<file path="config.mk">
export PLATFORM = sky130hd
export DESIGN_NAME = lru_page_replacement_core
export DESIGN_NICKNAME = d
export VERILOG_FILES = /design/src/lrupr_pkg.sv /design/src/lrupr_ram.sv /design/src/lrupr_ctrl.sv /design/src/lrupr_dp.sv /design/src/lru_page_replacement_core.sv
export SDC_FILE = /design/constraint.sdc
export NUM_CORES = 1
export LEC_CHECK = 0
export CAP_MARGIN = 30
export CORE_MARGIN = 2
export CORE_UTILIZATION = 35
export DETAILED_ROUTE_END_ITERATION = 6
export DONT_BUFFER_PORTS = 1
export PLACE_DENSITY = 0.55
export SLEW_MARGIN = 15
export SYNTH_ARGS = -nofsm -noshare
export SYNTH_HDL_FRONTEND = slang
export SYNTH_SLANG_ARGS = --single-unit
export TNS_END_PERCENT = 5
</file>
<file path="constraint.sdc">
create_clock -name clock -period 7.6 [get_ports clock]
set_clock_uncertainty 0.15 [all_clocks]
set_input_delay 0.76 -clock clock [delete_from_list [all_inputs] [get_ports clock]]
set_output_delay 0.76 -clock clock [all_outputs]
set_load 0.02 [all_outputs]
</file>
<file path="src/lrupr_pkg.sv">
// Types and constants shared by the LRU page replacement modules.
`timescale 1ns / 1ps

package lrupr_pkg;

   // Configuration register widths and reset value.
   localparam int unsigned FIU_W      = 4;
   localparam logic [FIU_W-1:0] FIU_RESET = 4'd8;

   // Fixed result field widths.
   localparam int unsigned FRAME_INDEX_W = 3;
   localparam int unsigned FAULT_W       = 32;

   // Register port geometry; the register index is the word address bit.
   localparam int unsigned CSR_ADDR_W = 3;
   localparam int unsigned CSR_DATA_W = 32;
   localparam logic CSR_IDX_FRAMES_IN_USE = 1'b0;

   // Controller states.
   typedef enum logic [1:0] {
      ST_IDLE,
      ST_SCAN,
      ST_COMMIT
   } ctrl_state_type;

   // Commands from the controller to the datapath.
   typedef struct packed {
      logic load;
      logic scan;
      logic commit;
   } dp_cmd_type;

   // Status from the datapath to the controller.
   typedef struct packed {
      logic scan_done;
      logic out_full;
   } dp_sts_type;

endpackage

</file>
<file path="src/lrupr_ram.sv">
// Generic simple dual-port RAM with one write port and a registered read port.
`timescale 1ns / 1ps

module lrupr_ram #(
   parameter int unsigned WIDTH = 16,
   parameter int unsigned DEPTH = 8
) (
   input  logic                                        clock,
   input  logic                                        wr_en,
   input  logic [((DEPTH > 1) ? $clog2(DEPTH) : 1)-1:0] wr_addr,
   input  logic [WIDTH-1:0]                            wr_data,
   input  logic                                        rd_en,
   input  logic [((DEPTH > 1) ? $clog2(DEPTH) : 1)-1:0] rd_addr,
   output logic [WIDTH-1:0]                            rd_data
);

   logic [WIDTH-1:0] mem_ff [DEPTH];
   logic [WIDTH-1:0] rd_data_ff;

   // Write port.
   always_ff @(posedge clock) begin
      if (wr_en) begin
         mem_ff[wr_addr] <= wr_data;
      end
   end

   // Registered read port.
   always_ff @(posedge clock) begin
      if (rd_en) begin
         rd_data_ff <= mem_ff[rd_addr];
      end
   end

   assign rd_data = rd_data_ff;

endmodule

</file>
<file path="src/lrupr_ctrl.sv">
// Controller state machine sequencing accept, frame scan and commit.
`timescale 1ns / 1ps

module lrupr_ctrl import lrupr_pkg::*; (
   input  logic       clock,
   input  logic       reset,
   input  logic       req_valid,
   output logic       req_stall,
   input  logic       rsp_stall,
   input  dp_sts_type sts,
   output dp_cmd_type cmd
);

   ctrl_state_type st_ff;
   ctrl_state_type st_in;
   logic           out_blocked;

   // The result register is busy while it holds a transaction that is stalled.
   assign out_blocked = sts.out_full && rsp_stall;

   // Next state.
   always_comb begin
      st_in = st_ff;
      case (st_ff)
         ST_IDLE: begin
            if (req_valid) begin
               st_in = ST_SCAN;
            end
         end
         ST_SCAN: begin
            if (sts.scan_done) begin
               st_in = ST_COMMIT;
            end
         end
         ST_COMMIT: begin
            if (!out_blocked) begin
               st_in = ST_IDLE;
            end
         end
         default: begin
            st_in = ST_IDLE;
         end
      endcase
   end

   // Outputs.
   always_comb begin
      cmd       = '0;
      req_stall = 1'b1;
      case (st_ff)
         ST_IDLE: begin
            req_stall = 1'b0;
            cmd.load  = req_valid;
         end
         ST_SCAN: begin
            cmd.scan = 1'b1;
         end
         ST_COMMIT: begin
            cmd.commit = !out_blocked;
         end
         default: begin
            req_stall = 1'b1;
         end
      endcase
   end

   // State register.
   always_ff @(posedge clock) begin
      if (reset) begin
         st_ff <= ST_IDLE;
      end else begin
         st_ff <= st_in;
      end
   end

endmodule

</file>
<file path="src/lrupr_dp.sv">
// Datapath: page memory scan, recency ranks, fault total and result register.
`timescale 1ns / 1ps

module lrupr_dp import lrupr_pkg::*; #(
   parameter int unsigned FRAMES    = 8,
   parameter int unsigned PAGE_BITS = 16
) (
   input  logic                     clock,
   input  logic                     reset,
   input  dp_cmd_type               cmd,
   output dp_sts_type               sts,
   input  logic [FIU_W-1:0]         frames_in_use,
   input  logic [PAGE_BITS-1:0]     req_page,
   input  logic                     req_final_req,
   input  logic                     rsp_stall,
   output logic                     rsp_valid,
   output logic                     rsp_hit,
   output logic [FRAME_INDEX_W-1:0] rsp_frame_index,
   output logic                     rsp_evicted_valid,
   output logic [PAGE_BITS-1:0]     rsp_evicted_page,
   output logic [FAULT_W-1:0]       rsp_fault_count
);

   localparam int unsigned IDX_W = (FRAMES > 1) ? $clog2(FRAMES) : 1;
   localparam int unsigned CNT_W = $clog2(FRAMES + 1);

   // Transaction registers.
   logic [PAGE_BITS-1:0] page_ff,  page_in;
   logic                 final_ff, final_in;
   logic [CNT_W-1:0]     n_ff,     n_in;

   // Scan pipeline.
   logic [CNT_W-1:0] rd_idx_ff,  rd_idx_in;
   logic             cmp_vld_ff, cmp_vld_in;
   logic [IDX_W-1:0] cmp_idx_ff, cmp_idx_in;

   // Scan findings.
   logic                 hit_found_ff,   hit_found_in;
   logic [IDX_W-1:0]     hit_idx_ff,     hit_idx_in;
   logic [IDX_W-1:0]     hit_age_ff,     hit_age_in;
   logic                 empty_found_ff, empty_found_in;
   logic [IDX_W-1:0]     empty_idx_ff,   empty_idx_in;
   logic [IDX_W-1:0]     best_idx_ff,    best_idx_in;
   logic [IDX_W-1:0]     best_age_ff,    best_age_in;
   logic [PAGE_BITS-1:0] best_page_ff,   best_page_in;

   // Frame state.
   logic [FRAMES-1:0]  valid_ff,     valid_in;
   logic [IDX_W-1:0]   age_ff [FRAMES];
   logic [IDX_W-1:0]   age_in [FRAMES];
   logic [CNT_W-1:0]   valid_cnt_ff, valid_cnt_in;
   logic [FAULT_W-1:0] fault_ff,     fault_in;

   // Result register.
   logic                     rsp_valid_ff,   rsp_valid_in;
   logic                     rsp_hit_ff,     rsp_hit_in;
   logic [FRAME_INDEX_W-1:0] rsp_idx_ff,     rsp_idx_in;
   logic                     rsp_ev_ff,      rsp_ev_in;
   logic [PAGE_BITS-1:0]     rsp_ev_page_ff, rsp_ev_page_in;
   logic [FAULT_W-1:0]       rsp_fault_ff,   rsp_fault_in;

   // Memory and combinational helpers.
   logic                 rd_en;
   logic                 wr_en;
   logic [PAGE_BITS-1:0] rd_data;
   logic [CNT_W-1:0]     n_calc;
   logic                 cur_valid;
   logic [IDX_W-1:0]     cur_age;
   logic [IDX_W-1:0]     slot;
   logic [CNT_W-1:0]     old_rank;
   logic                 fill;
   logic                 evict;
   logic [FAULT_W-1:0]   fault_next;

   // Clamp the frame limit to the range one to FRAMES.
   always_comb begin
      if (frames_in_use == '0) begin
         n_calc = CNT_W'(1);
      end else if (32'(frames_in_use) > FRAMES) begin
         n_calc = CNT_W'(FRAMES);
      end else begin
         n_calc = CNT_W'(frames_in_use);
      end
   end

   // One page memory read is issued per scan cycle until every frame in use has been read.
   assign rd_en = cmd.scan && (rd_idx_ff < n_ff);

   // A miss writes the new page into the chosen frame at commit.
   assign wr_en = cmd.commit && !hit_found_ff;

   lrupr_ram #(
      .WIDTH (PAGE_BITS),
      .DEPTH (FRAMES)
   ) u_page_ram (
      .clock   (clock),
      .wr_en   (wr_en),
      .wr_addr (slot),
      .wr_data (page_ff),
      .rd_en   (rd_en),
      .rd_addr (rd_idx_ff[IDX_W-1:0]),
      .rd_data (rd_data)
   );

   // State of the frame whose page arrives from memory this cycle.
   assign cur_valid = valid_ff[cmp_idx_ff];
   assign cur_age   = age_ff[cmp_idx_ff];

   // Placement decision for the commit.
   always_comb begin
      fill  = !hit_found_ff && empty_found_ff;
      evict = !hit_found_ff && !empty_found_ff;
      if (hit_found_ff) begin
         slot     = hit_idx_ff;
         old_rank = CNT_W'(hit_age_ff);
      end else if (empty_found_ff) begin
         slot     = empty_idx_ff;
         old_rank = valid_cnt_ff;
      end else begin
         slot     = best_idx_ff;
         old_rank = CNT_W'(best_age_ff);
      end
      if (hit_found_ff || (fault_ff == '1)) begin
         fault_next = fault_ff;
      end else begin
         fault_next = fault_ff + FAULT_W'(1);
      end
   end

   // Transaction capture and scan.
   always_comb begin
      page_in        = page_ff;
      final_in       = final_ff;
      n_in           = n_ff;
      rd_idx_in      = rd_idx_ff;
      cmp_vld_in     = 1'b0;
      cmp_idx_in     = cmp_idx_ff;
      hit_found_in   = hit_found_ff;
      hit_idx_in     = hit_idx_ff;
      hit_age_in     = hit_age_ff;
      empty_found_in = empty_found_ff;
      empty_idx_in   = empty_idx_ff;
      best_idx_in    = best_idx_ff;
      best_age_in    = best_age_ff;
      best_page_in   = best_page_ff;

      if (cmd.load) begin
         page_in        = req_page;
         final_in       = req_final_req;
         n_in           = n_calc;
         rd_idx_in      = '0;
         hit_found_in   = 1'b0;
         empty_found_in = 1'b0;
      end

      if (rd_en) begin
         rd_idx_in  = rd_idx_ff + CNT_W'(1);
         cmp_vld_in = 1'b1;
         cmp_idx_in = rd_idx_ff[IDX_W-1:0];
      end

      if (cmp_vld_ff) begin
         // First resident copy of the page is the hit.
         if (cur_valid && (rd_data == page_ff) && !hit_found_ff) begin
            hit_found_in = 1'b1;
            hit_idx_in   = cmp_idx_ff;
            hit_age_in   = cur_age;
         end
         // Lowest empty frame in use.
         if (!cur_valid && !empty_found_ff) begin
            empty_found_in = 1'b1;
            empty_idx_in   = cmp_idx_ff;
         end
         // Oldest frame, lowest index on a tie.
         if ((cmp_idx_ff == '0) || (cur_age > best_age_ff)) begin
            best_idx_in  = cmp_idx_ff;
            best_age_in  = cur_age;
            best_page_in = rd_data;
         end
      end
   end

   // Frame state update at commit; a final transaction clears it instead.
   always_comb begin
      valid_in     = valid_ff;
      valid_cnt_in = valid_cnt_ff;
      fault_in     = fault_ff;
      for (int i = 0; i < FRAMES; i++) begin
         age_in[i] = age_ff[i];
      end
      if (cmd.commit) begin
         if (final_ff) begin
            valid_in     = '0;
            valid_cnt_in = '0;
            fault_in     = '0;
            for (int i = 0; i < FRAMES; i++) begin
               age_in[i] = '0;
            end
         end else begin
            fault_in = fault_next;
            for (int i = 0; i < FRAMES; i++) begin
               if (IDX_W'(i) == slot) begin
                  age_in[i] = '0;
               end else if (valid_ff[i] && (CNT_W'(age_ff[i]) < old_rank)) begin
                  age_in[i] = age_ff[i] + IDX_W'(1);
               end
            end
            if (fill) begin
               valid_in[slot] = 1'b1;
               valid_cnt_in   = valid_cnt_ff + CNT_W'(1);
            end
         end
      end
   end

   // Result register: loaded at commit, emptied when the transaction is taken.
   always_comb begin
      rsp_valid_in   = rsp_valid_ff && rsp_stall;
      rsp_hit_in     = rsp_hit_ff;
      rsp_idx_in     = rsp_idx_ff;
      rsp_ev_in      = rsp_ev_ff;
      rsp_ev_page_in = rsp_ev_page_ff;
      rsp_fault_in   = rsp_fault_ff;
      if (cmd.commit) begin
         rsp_valid_in   = 1'b1;
         rsp_hit_in     = hit_found_ff;
         rsp_idx_in     = FRAME_INDEX_W'(slot);
         rsp_ev_in      = evict;
         rsp_ev_page_in = evict ? best_page_ff : '0;
         rsp_fault_in   = fault_next;
      end
   end

   // Control registers.
   always_ff @(posedge clock) begin
      if (reset) begin
         cmp_vld_ff     <= 1'b0;
         rd_idx_ff      <= '0;
         n_ff           <= CNT_W'(1);
         hit_found_ff   <= 1'b0;
         empty_found_ff <= 1'b0;
         valid_ff       <= '0;
         valid_cnt_ff   <= '0;
         fault_ff       <= '0;
         rsp_valid_ff   <= 1'b0;
         for (int i = 0; i < FRAMES; i++) begin
            age_ff[i] <= '0;
         end
      end else begin
         cmp_vld_ff     <= cmp_vld_in;
         rd_idx_ff      <= rd_idx_in;
         n_ff           <= n_in;
         hit_found_ff   <= hit_found_in;
         empty_found_ff <= empty_found_in;
         valid_ff       <= valid_in;
         valid_cnt_ff   <= valid_cnt_in;
         fault_ff       <= fault_in;
         rsp_valid_ff   <= rsp_valid_in;
         for (int i = 0; i < FRAMES; i++) begin
            age_ff[i] <= age_in[i];
         end
      end
   end

   // Payload registers.
   always_ff @(posedge clock) begin
      page_ff        <= page_in;
      final_ff       <= final_in;
      cmp_idx_ff     <= cmp_idx_in;
      hit_idx_ff     <= hit_idx_in;
      hit_age_ff     <= hit_age_in;
      empty_idx_ff   <= empty_idx_in;
      best_idx_ff    <= best_idx_in;
      best_age_ff    <= best_age_in;
      best_page_ff   <= best_page_in;
      rsp_hit_ff     <= rsp_hit_in;
      rsp_idx_ff     <= rsp_idx_in;
      rsp_ev_ff      <= rsp_ev_in;
      rsp_ev_page_ff <= rsp_ev_page_in;
      rsp_fault_ff   <= rsp_fault_in;
   end

   // Status and result ports.
   assign sts.scan_done = (rd_idx_ff == n_ff) && !cmp_vld_ff;
   assign sts.out_full  = rsp_valid_ff;

   assign rsp_valid         = rsp_valid_ff;
   assign rsp_hit           = rsp_hit_ff;
   assign rsp_frame_index   = rsp_idx_ff;
   assign rsp_evicted_valid = rsp_ev_ff;
   assign rsp_evicted_page  = rsp_ev_page_ff;
   assign rsp_fault_count   = rsp_fault_ff;

endmodule

</file>
<file path="src/lru_page_replacement_core.sv">
// Fully associative LRU page replacement core, top level with register port.
//
// Each request transaction carries one page reference and produces exactly one
// response transaction: hit or fault, the frame that holds the page afterwards,
// the evicted page if any, and the saturating fault total. Only the first
// frames_in_use frames (register at byte address 0, clamped to 1..FRAMES) are
// searched, filled or evicted. A reference with final_req set clears all frames
// and the fault total once its response has been formed. An item is handled
// in steps: it is accepted, the page memory is read for each frame in use, one
// frame per cycle, the last frame read is compared, the scan reports done, and
// the item is committed. The next request is taken while a response is still
// stalled at the output register; its commit then waits until that response
// has been taken.
`timescale 1ns / 1ps

module lru_page_replacement_core import lrupr_pkg::*; #(
   parameter int unsigned FRAMES    = 8,
   parameter int unsigned PAGE_BITS = 16
) (
   input  logic                     clock,
   input  logic                     reset,
   // Request channel
   input  logic                     req_valid,
   output logic                     req_stall,
   input  logic [PAGE_BITS-1:0]     req_page,
   input  logic                     req_final_req,
   // Response channel
   output logic                     rsp_valid,
   input  logic                     rsp_stall,
   output logic                     rsp_hit,
   output logic [FRAME_INDEX_W-1:0] rsp_frame_index,
   output logic                     rsp_evicted_valid,
   output logic [PAGE_BITS-1:0]     rsp_evicted_page,
   output logic [FAULT_W-1:0]       rsp_fault_count,
   // Register port
   input  logic                     csr_psel,
   input  logic                     csr_penable,
   input  logic                     csr_pwrite,
   input  logic [CSR_ADDR_W-1:0]    csr_paddr,
   input  logic [CSR_DATA_W-1:0]    csr_pwdata,
   output logic [CSR_DATA_W-1:0]    csr_prdata,
   output logic                     csr_pready
);

   logic [FIU_W-1:0] fiu_ff, fiu_in;
   logic             csr_write;
   dp_cmd_type       cmd;
   dp_sts_type       sts;

   // Register write in the access phase.
   assign csr_pready = 1'b1;
   assign csr_write  = csr_psel && csr_penable && csr_pwrite && csr_pready;

   always_comb begin
      fiu_in = fiu_ff;
      if (csr_write && (csr_paddr[2] == CSR_IDX_FRAMES_IN_USE)) begin
         fiu_in = csr_pwdata[FIU_W-1:0];
      end
   end

   always_ff @(posedge clock) begin
      if (reset) begin
         fiu_ff <= FIU_RESET;
      end else begin
         fiu_ff <= fiu_in;
      end
   end

   // Register read back.
   always_comb begin
      csr_prdata = '0;
      if (csr_paddr[2] == CSR_IDX_FRAMES_IN_USE) begin
         csr_prdata = CSR_DATA_W'(fiu_ff);
      end
   end

   lrupr_ctrl u_ctrl (
      .clock     (clock),
      .reset     (reset),
      .req_valid (req_valid),
      .req_stall (req_stall),
      .rsp_stall (rsp_stall),
      .sts       (sts),
      .cmd       (cmd)
   );

   lrupr_dp #(
      .FRAMES    (FRAMES),
      .PAGE_BITS (PAGE_BITS)
   ) u_dp (
      .clock             (clock),
      .reset             (reset),
      .cmd               (cmd),
      .sts               (sts),
      .frames_in_use     (fiu_ff),
      .req_page          (req_page),
      .req_final_req     (req_final_req),
      .rsp_stall         (rsp_stall),
      .rsp_valid         (rsp_valid),
      .rsp_hit           (rsp_hit),
      .rsp_frame_index   (rsp_frame_index),
      .rsp_evicted_valid (rsp_evicted_valid),
      .rsp_evicted_page  (rsp_evicted_page),
      .rsp_fault_count   (rsp_fault_count)
   );

endmodule

</file>
==> metrics.txt, run 1 <==
power density normalized to cell area 250 mW/mm^2; remaining antenna violation count after routing 0; RePlAce Congestion 0.833; unrepaired setup endpoints after global routing no; Max Fanout on Critical Path 36; mux share of post-synthesis cell area 8.72%; Placeable Area 0.0411 sq mm; post-layout minimum cycle time 3.58 ns; normalized max-slew margin 36.3%; drt wl/cell 20.3 microns; Reg area 0.00923 sq mm; Max Slew Vio Count 0; synthesized-area fraction occupied by ao, oa, aoi and oai cells 7.91%; routed metal-1 wirelength 15,200 microns; post-detailed-route DRC marker count 0; area growth from synthesis to layout 12.6%; fraction of synthesized cell area in xor and xnor cells 2.99%; final setup fails 0; largest net degree at the start of global routing 54; total via count in the routed design 8,892; fin util 40.2%; Die Area 0.0436 sq mm; detailed-routed wire length on met3 2010 microns; routed length on met2 15,900 microns; post-CTS setup buffer count 0; number of placement rows 74; Clock Sinks 337; number of nets in the final layout 1,203; Adder-Cell Fraction of Synth Area 2.90%; clock slew at the register clock pins of the worst setup and hold paths 0.06 ns; dominant combinational cell family by area after synthesis simple AND/OR/NAND/NOR gates; Critical Path Start Type register; Min Hold Slack 0.111 ns; worst-case vdd ir drop 0.000160 V; estimated wirelength of the detail-placed design 21,400 microns; initial cell density of the core 35.7%; Setup TNS 0 ns; vias in the first global route 8,841; syn_area_per_cell 13.3 sq um; count of flip-flops with a built-in enable after synthesis 248; prevailing post-synth register cell sky130_fd_sc_hd__edfxtp_1; I/O pin cnt 147; layout cell share with drive strength beyond 1 14.5%; period utilisation layout 47.2%; portion of the post-synthesis area used by sequential elements 62.9%; number of CTS-inserted buffers 38; number of iterations in the first detailed-routing pass 5; commonest cells after routing, fill and taps aside sky130_fd_sc_hd__edfxtp_1 (248), sky130_fd_sc_hd__dfxtp_1 (88), sky130_fd_sc_hd__nand2_1 (73); Congestion Overflow GR 0; drt initial violations 622; maximum root-to-sink buffer count 3; max-capacitance violation count 0; area fraction in and, or, nand and nor cells after synthesis 10.7%; post-CTS resize count 0; first-pass GRT wire length 52,500 microns; Worst-Skew Late Latency 0.57 ns; initial antenna violation count 1; post-synthesis instance total 1,100; # port buffers 0; highest clock frequency the design can meet 0.279 GHz; status completed; Total Wirelength 34,000 microns; Die Ht 209 microns; critical path data required time 7.93 ns; H-tree lvl count 2; Critical Path End Type register; quantity of hold-fixing buffers added after cts 0; count of cell types in the netlist 66; Ys Warns 0; detail-routed via count per cell 5.32; register bit total from synthesis 337; CTS tree yes; leakage 0.00552 uW; most common cell after layout, fill and taps aside sky130_fd_sc_hd__edfxtp_1; filler instances 3,848; post-synth design cell area 0.0147 sq mm; x dimension of the die 209 microns; gr usage total 15.7%; Crit path arrival time 3.91 ns; Top Metal Used met4; area occupied by multi-input gates 0.00500 sq mm; critical setup path kind reg2reg; hold violation total from the final report 0; path category of the worst min-delay check in2reg; clock root cell sky130_fd_sc_hd__clkbuf_16; share of synthesized flip-flops with an asynchronous set or reset 0%; Worst Tran Pin Value 0.951 ns
-- routing by layer --
| metal | GRT usage, % | vias up |
|---|---|---|
| met5 | 0 | - |
| met4 | 5.62 | 0 |
| met3 | 3.76 | 64 |
| met2 | 25.1 | 250 |
| met1 | 20.9 | 4443 |
| li1 | - | 4135 |
-- sequential cells by signal (all words and copies together), names as in the netlist, 4 cells and up, named ones only --
register	cells
u_dp.page_ff	16
u_dp.u_page_ram.mem_ff	128
u_dp.u_page_ram.rd_data	16
u_dp.age_ff	24
u_dp.rsp_fault_count	32
u_dp.valid_ff	8
u_dp.rd_idx_ff	4
fiu_ff	4
u_dp.fault_ff	32
u_dp.rsp_evicted_page	16
u_dp.best_page_ff	16
u_dp.valid_cnt_ff	4
u_dp.n_ff	4
-- metrics by stage --
step	std cells	cell area (sq um)	total power [uW]	setup slack, ns
floorplan	1127	14800	2250	3.64
global placement	1597	15200	2300	3.43
detailed placement	1600	15200	2310	3.35
CTS	1670	16500	4170	3.61
global route	1673	16500	4270	3.77
finish	1673	16500	4120	4.02
-- cells in the mapped netlist, types with 16 or more instances --
master	instances	area [sq um]
sky130_fd_sc_hd__a21oi_1	65	325
sky130_fd_sc_hd__mux2_2	22	248
sky130_fd_sc_hd__clkbuf_1	28	105
sky130_fd_sc_hd__ha_1	34	425
sky130_fd_sc_hd__nor4_1	16	100
sky130_fd_sc_hd__nor2_1	70	263
sky130_fd_sc_hd__inv_1	28	105
sky130_fd_sc_hd__xnor2_1	26	228
sky130_fd_sc_hd__and2_1	19	119
sky130_fd_sc_hd__buf_4	29	218
sky130_fd_sc_hd__edfxtp_1	248	7450
sky130_fd_sc_hd__nand2_1	73	274
sky130_fd_sc_hd__mux4_2	40	901
sky130_fd_sc_hd__o21ai_0	37	185
sky130_fd_sc_hd__nand3_1	30	150
sky130_fd_sc_hd__a31oi_1	21	131
sky130_fd_sc_hd__xor2_1	24	210
sky130_fd_sc_hd__dfxtp_1	89	1780
-- worst max-delay path, cell delays in order, from the launching register on --
cell and delay (ns):
sky130_fd_sc_hd__dfxtp_1 0.35, sky130_fd_sc_hd__nand2b_1 0.18, sky130_fd_sc_hd__nand2b_1 0.15, sky130_fd_sc_hd__buf_4 0.27, sky130_fd_sc_hd__inv_2 0.28, sky130_fd_sc_hd__buf_12 0.25
sky130_fd_sc_hd__buf_4 0.38, sky130_fd_sc_hd__nand2_1 0.59, sky130_fd_sc_hd__or3_1 0.60, sky130_fd_sc_hd__o32ai_1 0.22
-- power by group --
group / switching [uW] / internal [uW]
combinational: 122 / 74.7
clock: 780 / 1080
sequential: 48.1 / 2020
total: 950 / 3170
-- kinds of logic (layout without fill, tap and decap cells) --
kind of cell | count (synthesis) | in the layout
mux | 75 | 75
compound gates | 184 | 184
xor+xnor | 50 | 50
buf+inv | 112 | 125
flops | 337 | 337
fa+ha+maj | 34 | 34
simple gates | 306 | 306
other cells | 2 | 30
-- final timing paths --
kind                        start           endpoint  slack (ns)  cells past startpoint
hold reg to reg      u_dp.n_ff[3]       u_dp.n_ff[3]        0.31                      2
setup reg to reg  u_ctrl.st_ff[0]  u_dp.age_ff[3][2]        4.02                      9
setup / recovery  u_ctrl.st_ff[0]  u_dp.age_ff[3][2]        4.02                      9
hold / removal              reset  u_dp.fault_ff[13]        0.11                      1
-- area by class of cell --
class / instances / share of cell area, %
multi-input combinational: 678 / 30.3
tap: 532 / 4.03
sequential: 337 / 55.9
timing repair buffer: 25 / 1.33
clock buffer: 46 / 5.94
clock inverter: 24 / 1.78
antenna: 1 / 0.0152
inverter: 30 / 0.682
Power figures use the tool's default switching activity.
==> run 2: changes to the inputs <==
- ABC_AREA: default -> 1
- clock period: 7.6 -> 3.7 ns (I/O delays scaled with it)
==> metrics.txt, run 2 <==
total via count in the routed design 11,098; critical path data required time 3.77 ns; pre-CTS setup slack 0.776 ns; Critical Path Start Type register; Congestion Overflow GR 0; # port buffers 0; initial antenna violation count 0; number of cells in the finished layout apart from fillers 2,304; final setup fails 0; Clock Sinks 337; Worst-Skew Late Latency 0.55 ns; maximum root-to-sink buffer count 3; Switch Pwr 2090 uW; drt wl/cell 15.5 microns; count of flip-flops with a built-in enable after synthesis 248; Placeable Area 0.0439 sq mm; Ys Warns 0; clock root cell sky130_fd_sc_hd__clkbuf_16; largest net degree at the start of global routing 70; vias in the first global route 10,508; post-synthesis cell type with the largest combined area sky130_fd_sc_hd__edfxtp_1; Crit path arrival time 3.01 ns; most common cell after layout, fill and taps aside sky130_fd_sc_hd__nand2_1; layout cell share with drive strength beyond 1 8.88%; register bit total from synthesis 337; syn_area_per_cell 9.38 sq um; leading post-synthesis cells by instance count sky130_fd_sc_hd__nand2_1 (341), sky130_fd_sc_hd__nor2_1 (282), sky130_fd_sc_hd__edfxtp_1 (248), sky130_fd_sc_hd__inv_1 (141), sky130_fd_sc_hd__o21ai_0 (100); count of antenna diodes in the layout 0; post-synthesis instance total 1,648; prevailing post-synth register cell sky130_fd_sc_hd__edfxtp_1; cell depth of the worst min-delay path 3; placed instance count 2,207; number of nets in the final layout 1,776; Die Area 0.0459 sq mm; number of placement rows 77; register with the highest flop count u_dp.u_page_ram.mem_ff; status completed; part of the power in registers 48.2%; dominant cells by area after synthesis sky130_fd_sc_hd__edfxtp_1 (48%), sky130_fd_sc_hd__dfxtp_1 (12%), sky130_fd_sc_hd__nand2_1 (8.3%); x dimension of the die 214 microns; post-layout minimum cycle time 2.94 ns; gr usage total 15.6%; count of cell types in the netlist 48; first-pass GRT wire length 57,500 microns; remaining antenna violation count after routing 0; Synth top area share 48.2%; Min Hold Slack 0.0972 ns; cell-internal power 6750 uW; commonest cells after routing, fill and taps aside sky130_fd_sc_hd__nand2_1 (341), sky130_fd_sc_hd__nor2_1 (281), sky130_fd_sc_hd__edfxtp_1 (248); Die Ht 214 microns; I/O pin cnt 147; power share of the combinational group 6.4%; critical setup path kind reg2reg; hold violation total from the final report 0; CTS tree yes; number of CTS-inserted buffers 39; highest clock frequency the design can meet 0.340 GHz; Largest register FFs 128; post-synth design cell area 0.0155 sq mm; worst-case vdd ir drop 0.000297 V; area occupied by multi-input gates 0.00530 sq mm; Worst Tran Pin Value 0.770 ns; Reg area 0.00923 sq mm; H-tree lvl count 2; RePlAce Congestion 0.908; drt initial violations 724; path category of the worst min-delay check in2reg; area growth from synthesis to layout 14.3%; normalized max-slew margin 48.7%; estimated wirelength of the detail-placed design 23,900 microns; cell with the most instances after synthesis sky130_fd_sc_hd__nand2_1; period utilisation layout 79.6%; Max Slew Vio Count 0; Worst Reg2Reg Path Length in Cells 12; initial cell density of the core 35.2%; sw frac 23.6%; post-detailed-route DRC marker count 0; Max Fanout on Critical Path 22; Final WS setup 0.755 ns; number of iterations in the first detailed-routing pass 5; Setup TNS 0 ns; filler instances 4,312; Critical Path End Type register; fin util 40.2%; clock slew at the register clock pins of the worst setup and hold paths 0.06 ns; unrepaired setup endpoints after global routing no; power density normalized to cell area 500 mW/mm^2; portion of the post-synthesis area used by sequential elements 59.7%; Total Wirelength 35,800 microns; Clk pwr share 45.5%; max-capacitance violation count 0; leakage 0.00662 uW; share of synthesized flip-flops with an asynchronous set or reset 0%; detail-routed via count per cell 4.82
## run 2: timing repair
action                                 CTS  global route
hold buffers                            27             0
setup endpoints to repair                0             0
gates resized for setup                  0             0
endpoints found under the hold margin   67             0
buffers inserted                         0             0
## run 2: cell type report
type | count | share of cell area [%]
Inverter | 155 | 3.31
Tap cell | 592 | 4.19
Multi-Input combinational cell | 1099 | 30.0
Clock buffer | 45 | 5.76
Clock inverter | 25 | 1.93
Timing Repair Buffer | 51 | 2.61
Sequential cell | 337 | 52.2
## run 2: kinds of logic after synthesis
logic type,count (synthesis),synth area share [%]
AOI/OAI and AO/OA,237,8.54
xor gates and xnor gates,22,1.25
adders and majority gates,34,2.75
buffers and inverters,239,6.80
DFF,337,59.7
other,2,0.0486
and+or+nand+nor,777,20.9
## run 2: final timing paths
check	from	end	slack, ns
max	register	u_dp.best_page_ff[8]	0.76
min	csr_psel	fiu_ff[1]	0.1
max reg2reg	register	u_dp.best_page_ff[8]	0.76
min reg2reg	u_dp.u_page_ram.rd_data[9]	u_dp.best_page_ff[9]	0.31
## run 2: power by group through the flow
stage	registers (uW)	clock network, uW	logic, uW
6_report	4260	4020	563
2_1_floorplan	4290	0	436
4_1_cts	4260	4140	566
3_3_place_gp	4330	0	522
5_1_grt	4270	4290	641
3_5_place_dp	4340	0	533
## run 2: per-layer routing
layer | routed length, microns | up-vias | part of all wire (%) | GRT usage [%]
met5 | 0 | - | 0 | 0
li1 | - | 5523 | - | -
met3 | 1540 | 65 | 4.3 | 2.54
met1 | 17200 | 5271 | 48 | 21.8
met2 | 16300 | 239 | 45 | 24.8
met4 | 831 | 0 | 2.3 | 4.93
## run 2: critical path: stages (launching register included)
cell and delay (ns):
sky130_fd_sc_hd__dfxtp_1 0.49, sky130_fd_sc_hd__inv_1 0.25, sky130_fd_sc_hd__a21oi_1 0.18, sky130_fd_sc_hd__o21ai_0 0.10, sky130_fd_sc_hd__nand2_1 0.07, sky130_fd_sc_hd__inv_1 0.03, sky130_fd_sc_hd__o21ai_0 0.38, sky130_fd_sc_hd__inv_1 0.10
sky130_fd_sc_hd__ha_1 0.31, sky130_fd_sc_hd__nand3_1 0.07, sky130_fd_sc_hd__nand2_1 0.07, sky130_fd_sc_hd__a21oi_2 0.11, sky130_fd_sc_hd__buf_4 0.29
## run 2: through the flow
stage	power, uW	instance area, sq um
4_1_cts	8960	17700
2_1_floorplan	4720	15600
3_3_place_gp	4850	16000
3_5_place_dp	4870	16000
6_report	8840	17700
5_1_grt	9200	17700
==> run 3: changes to the inputs <==
- clock period: 3.7 -> 2.9 ns (I/O delays scaled with it)
==> metrics.txt, run 3 (synthesis results as in run 2) <==
H-tree lvl count 2; Cell Chain, Critical Path inv_1 -> o21ai_0 -> o22ai_1 -> nor2_1 -> a31oi_1 -> ha_1 -> nand2_1 -> o21ai_0 -> nand2_1 -> a21oi_2 -> buf_12; Total Power Consumption 11,500 uW; leakage 0.00669 uW; clock root cell sky130_fd_sc_hd__clkbuf_16; hold_sp reset; status completed; routed metal-1 wirelength 17,300 microns; final std cell area, no fill 0.0178 sq mm; unrepaired setup endpoints after global routing no; period utilisation layout 88.8%; Total Wirelength 36,500 microns; worst-case vdd ir drop 0.000389 V; number of nets in the final layout 1,786; first-pass GRT wire length 57,600 microns; # port buffers 0; routed length on met2 16,300 microns; clock slew at the register clock pins of the worst setup and hold paths 0.06 ns; hold violation total from the final report 0; number of CTS-inserted buffers 38; fin util 40.5%; Reg area 0.00923 sq mm; largest net degree at the start of global routing 70; power density normalized to cell area 644 mW/mm^2; Die Area 0.0459 sq mm; Worst-Skew Late Latency 0.55 ns; number of iterations in the first detailed-routing pass 5; count of antenna diodes in the layout 0; Placeable Area 0.0439 sq mm; Critical Path Start Type register; final setup fails 0; total via count in the routed design 11,086; initial antenna violation count 1; vias in the first global route 10,338; Setup TNS 0 ns; detail-routed via count per cell 4.79; Min-Delay Endpoint u_dp.n_ff[0]; normalized max-slew margin 47.3%; critical setup path kind reg2reg; Worst Tran Pin Value 0.785 ns; Max Slew Vio Count 0; remaining antenna violation count after routing 0; drt wl/cell 15.8 microns; Critical Path End Type register; post-layout minimum cycle time 2.57 ns; x dimension of the die 214 microns; commonest cells after routing, fill and taps aside sky130_fd_sc_hd__nand2_1 (341), sky130_fd_sc_hd__nor2_1 (281), sky130_fd_sc_hd__edfxtp_1 (248); most common cell after layout, fill and taps aside sky130_fd_sc_hd__nand2_1; cell depth of the worst min-delay path 3; path category of the worst min-delay check in2reg; RePlAce Congestion 0.857; post-detailed-route DRC marker count 0; Crit path arrival time 2.67 ns; Critical-path top delay cell sky130_fd_sc_hd__dfxtp_1; Top Metal Used met5; maximum root-to-sink buffer count 3; critical path data required time 2.99 ns; Max Fanout on Critical Path 22; area growth from synthesis to layout 15.1%; endpoint of the worst register-to-register path u_dp.best_page_ff[9]; drt initial violations 818; I/O pin cnt 147; CTS tree yes; initial cell density of the core 35.2%; number of placement rows 77; slowest cell delay on critical path 0.31 ns; max-capacitance violation count 0; Clock Sinks 337; worst reg-to-reg setup slack 0.33 ns; Largest register FFs 128; detailed-routed wire length on met3 1880 microns; Post-Place Cell Area 0.0161 sq mm; gr usage total 15.8%; Worst Reg2Reg Path Length in Cells 11; filler instances 4,325; register with the highest flop count u_dp.u_page_ram.mem_ff; Congestion Overflow GR 0; highest clock frequency the design can meet 0.388 GHz; area occupied by multi-input gates 0.00530 sq mm; Die Ht 214 microns; estimated wirelength of the detail-placed design 23,800 microns; layout cell share with drive strength beyond 1 9.29%
-- run 3: cell count changes in the layout (fill, tap and decap cells not counted), sizes merged --
| cell | change |
|---|---|
| buf | +8 |
| bufinv | +3 |
| clkbuf | -2 |
| clkinv | -1 |
| dlygate4sd3 | +3 |
-- run 3: final cells by class --
type                       count  area share, %
multi-input combinational   1099           29.8
sequential                   337           51.9
timing repair buffer          62           3.16
inverter                     155           3.28
clock inverter                27           2.13
tap                          592           4.16
clock buffer                  43           5.62
-- run 3: critical path: cells and delay by family, from the launching register on --
family | cells | cell delay [ns]
adders and majority gates | 1 | 0.24
and+or+nand+nor | 3 | 0.22
DFF | 1 | 0.31
buffers and inverters | 2 | 0.45
AOI/OAI and AO/OA | 5 | 0.89
-- run 3: worst max-delay path by stage --
stage                    from                        to
6_report             register      u_dp.best_page_ff[9]
5_1_grt              register      u_dp.best_page_ff[6]
4_1_cts              register      u_dp.best_page_ff[9]
3_5_place_dp         register     u_dp.best_page_ff[12]
3_3_place_gp         register     u_dp.best_page_ff[12]
2_1_floorplan  u_dp.rsp_valid  u_dp.rsp_evicted_page[0]
-- run 3: per-stage QoR --
| stage | hold slack [ns] | worst slack, ns | std cells |
|---|---|---|---|
| after CTS | 0.00874 | 0.299 | 2315 |
| after floorplan | 0.239 | -0.0898 | 1675 |
| after detailed placement | 0.219 | 0.340 | 2215 |
| after global routing | 0.0624 | 0.0669 | 2315 |
| final | 0.0417 | 0.325 | 2315 |
| after global placement | 0.218 | 0.367 | 2215 |
-- run 3: per-layer routing --
layer	track usage, %	vias to the layer above
met5	0	-
met4	5.74	4
met3	2.60	58
met2	24.9	309
met1	22.0	5168
li1	-	5547
-- run 3: repair_timing --
| action | in CTS | in global routing |
|---|---|---|
| endpoints found under the hold margin | 69 | 0 |
| hold buffers | 30 | 0 |
| gates resized for setup | 0 | 0 |
| setup buffers | 0 | 0 |
-- run 3: power breakdown --
part / total (uW) / internal [uW] / switching (uW)
combinational: 754 / 234 / 520
sequential: 5420 / 5300 / 114
clock: 5290 / 3300 / 1990
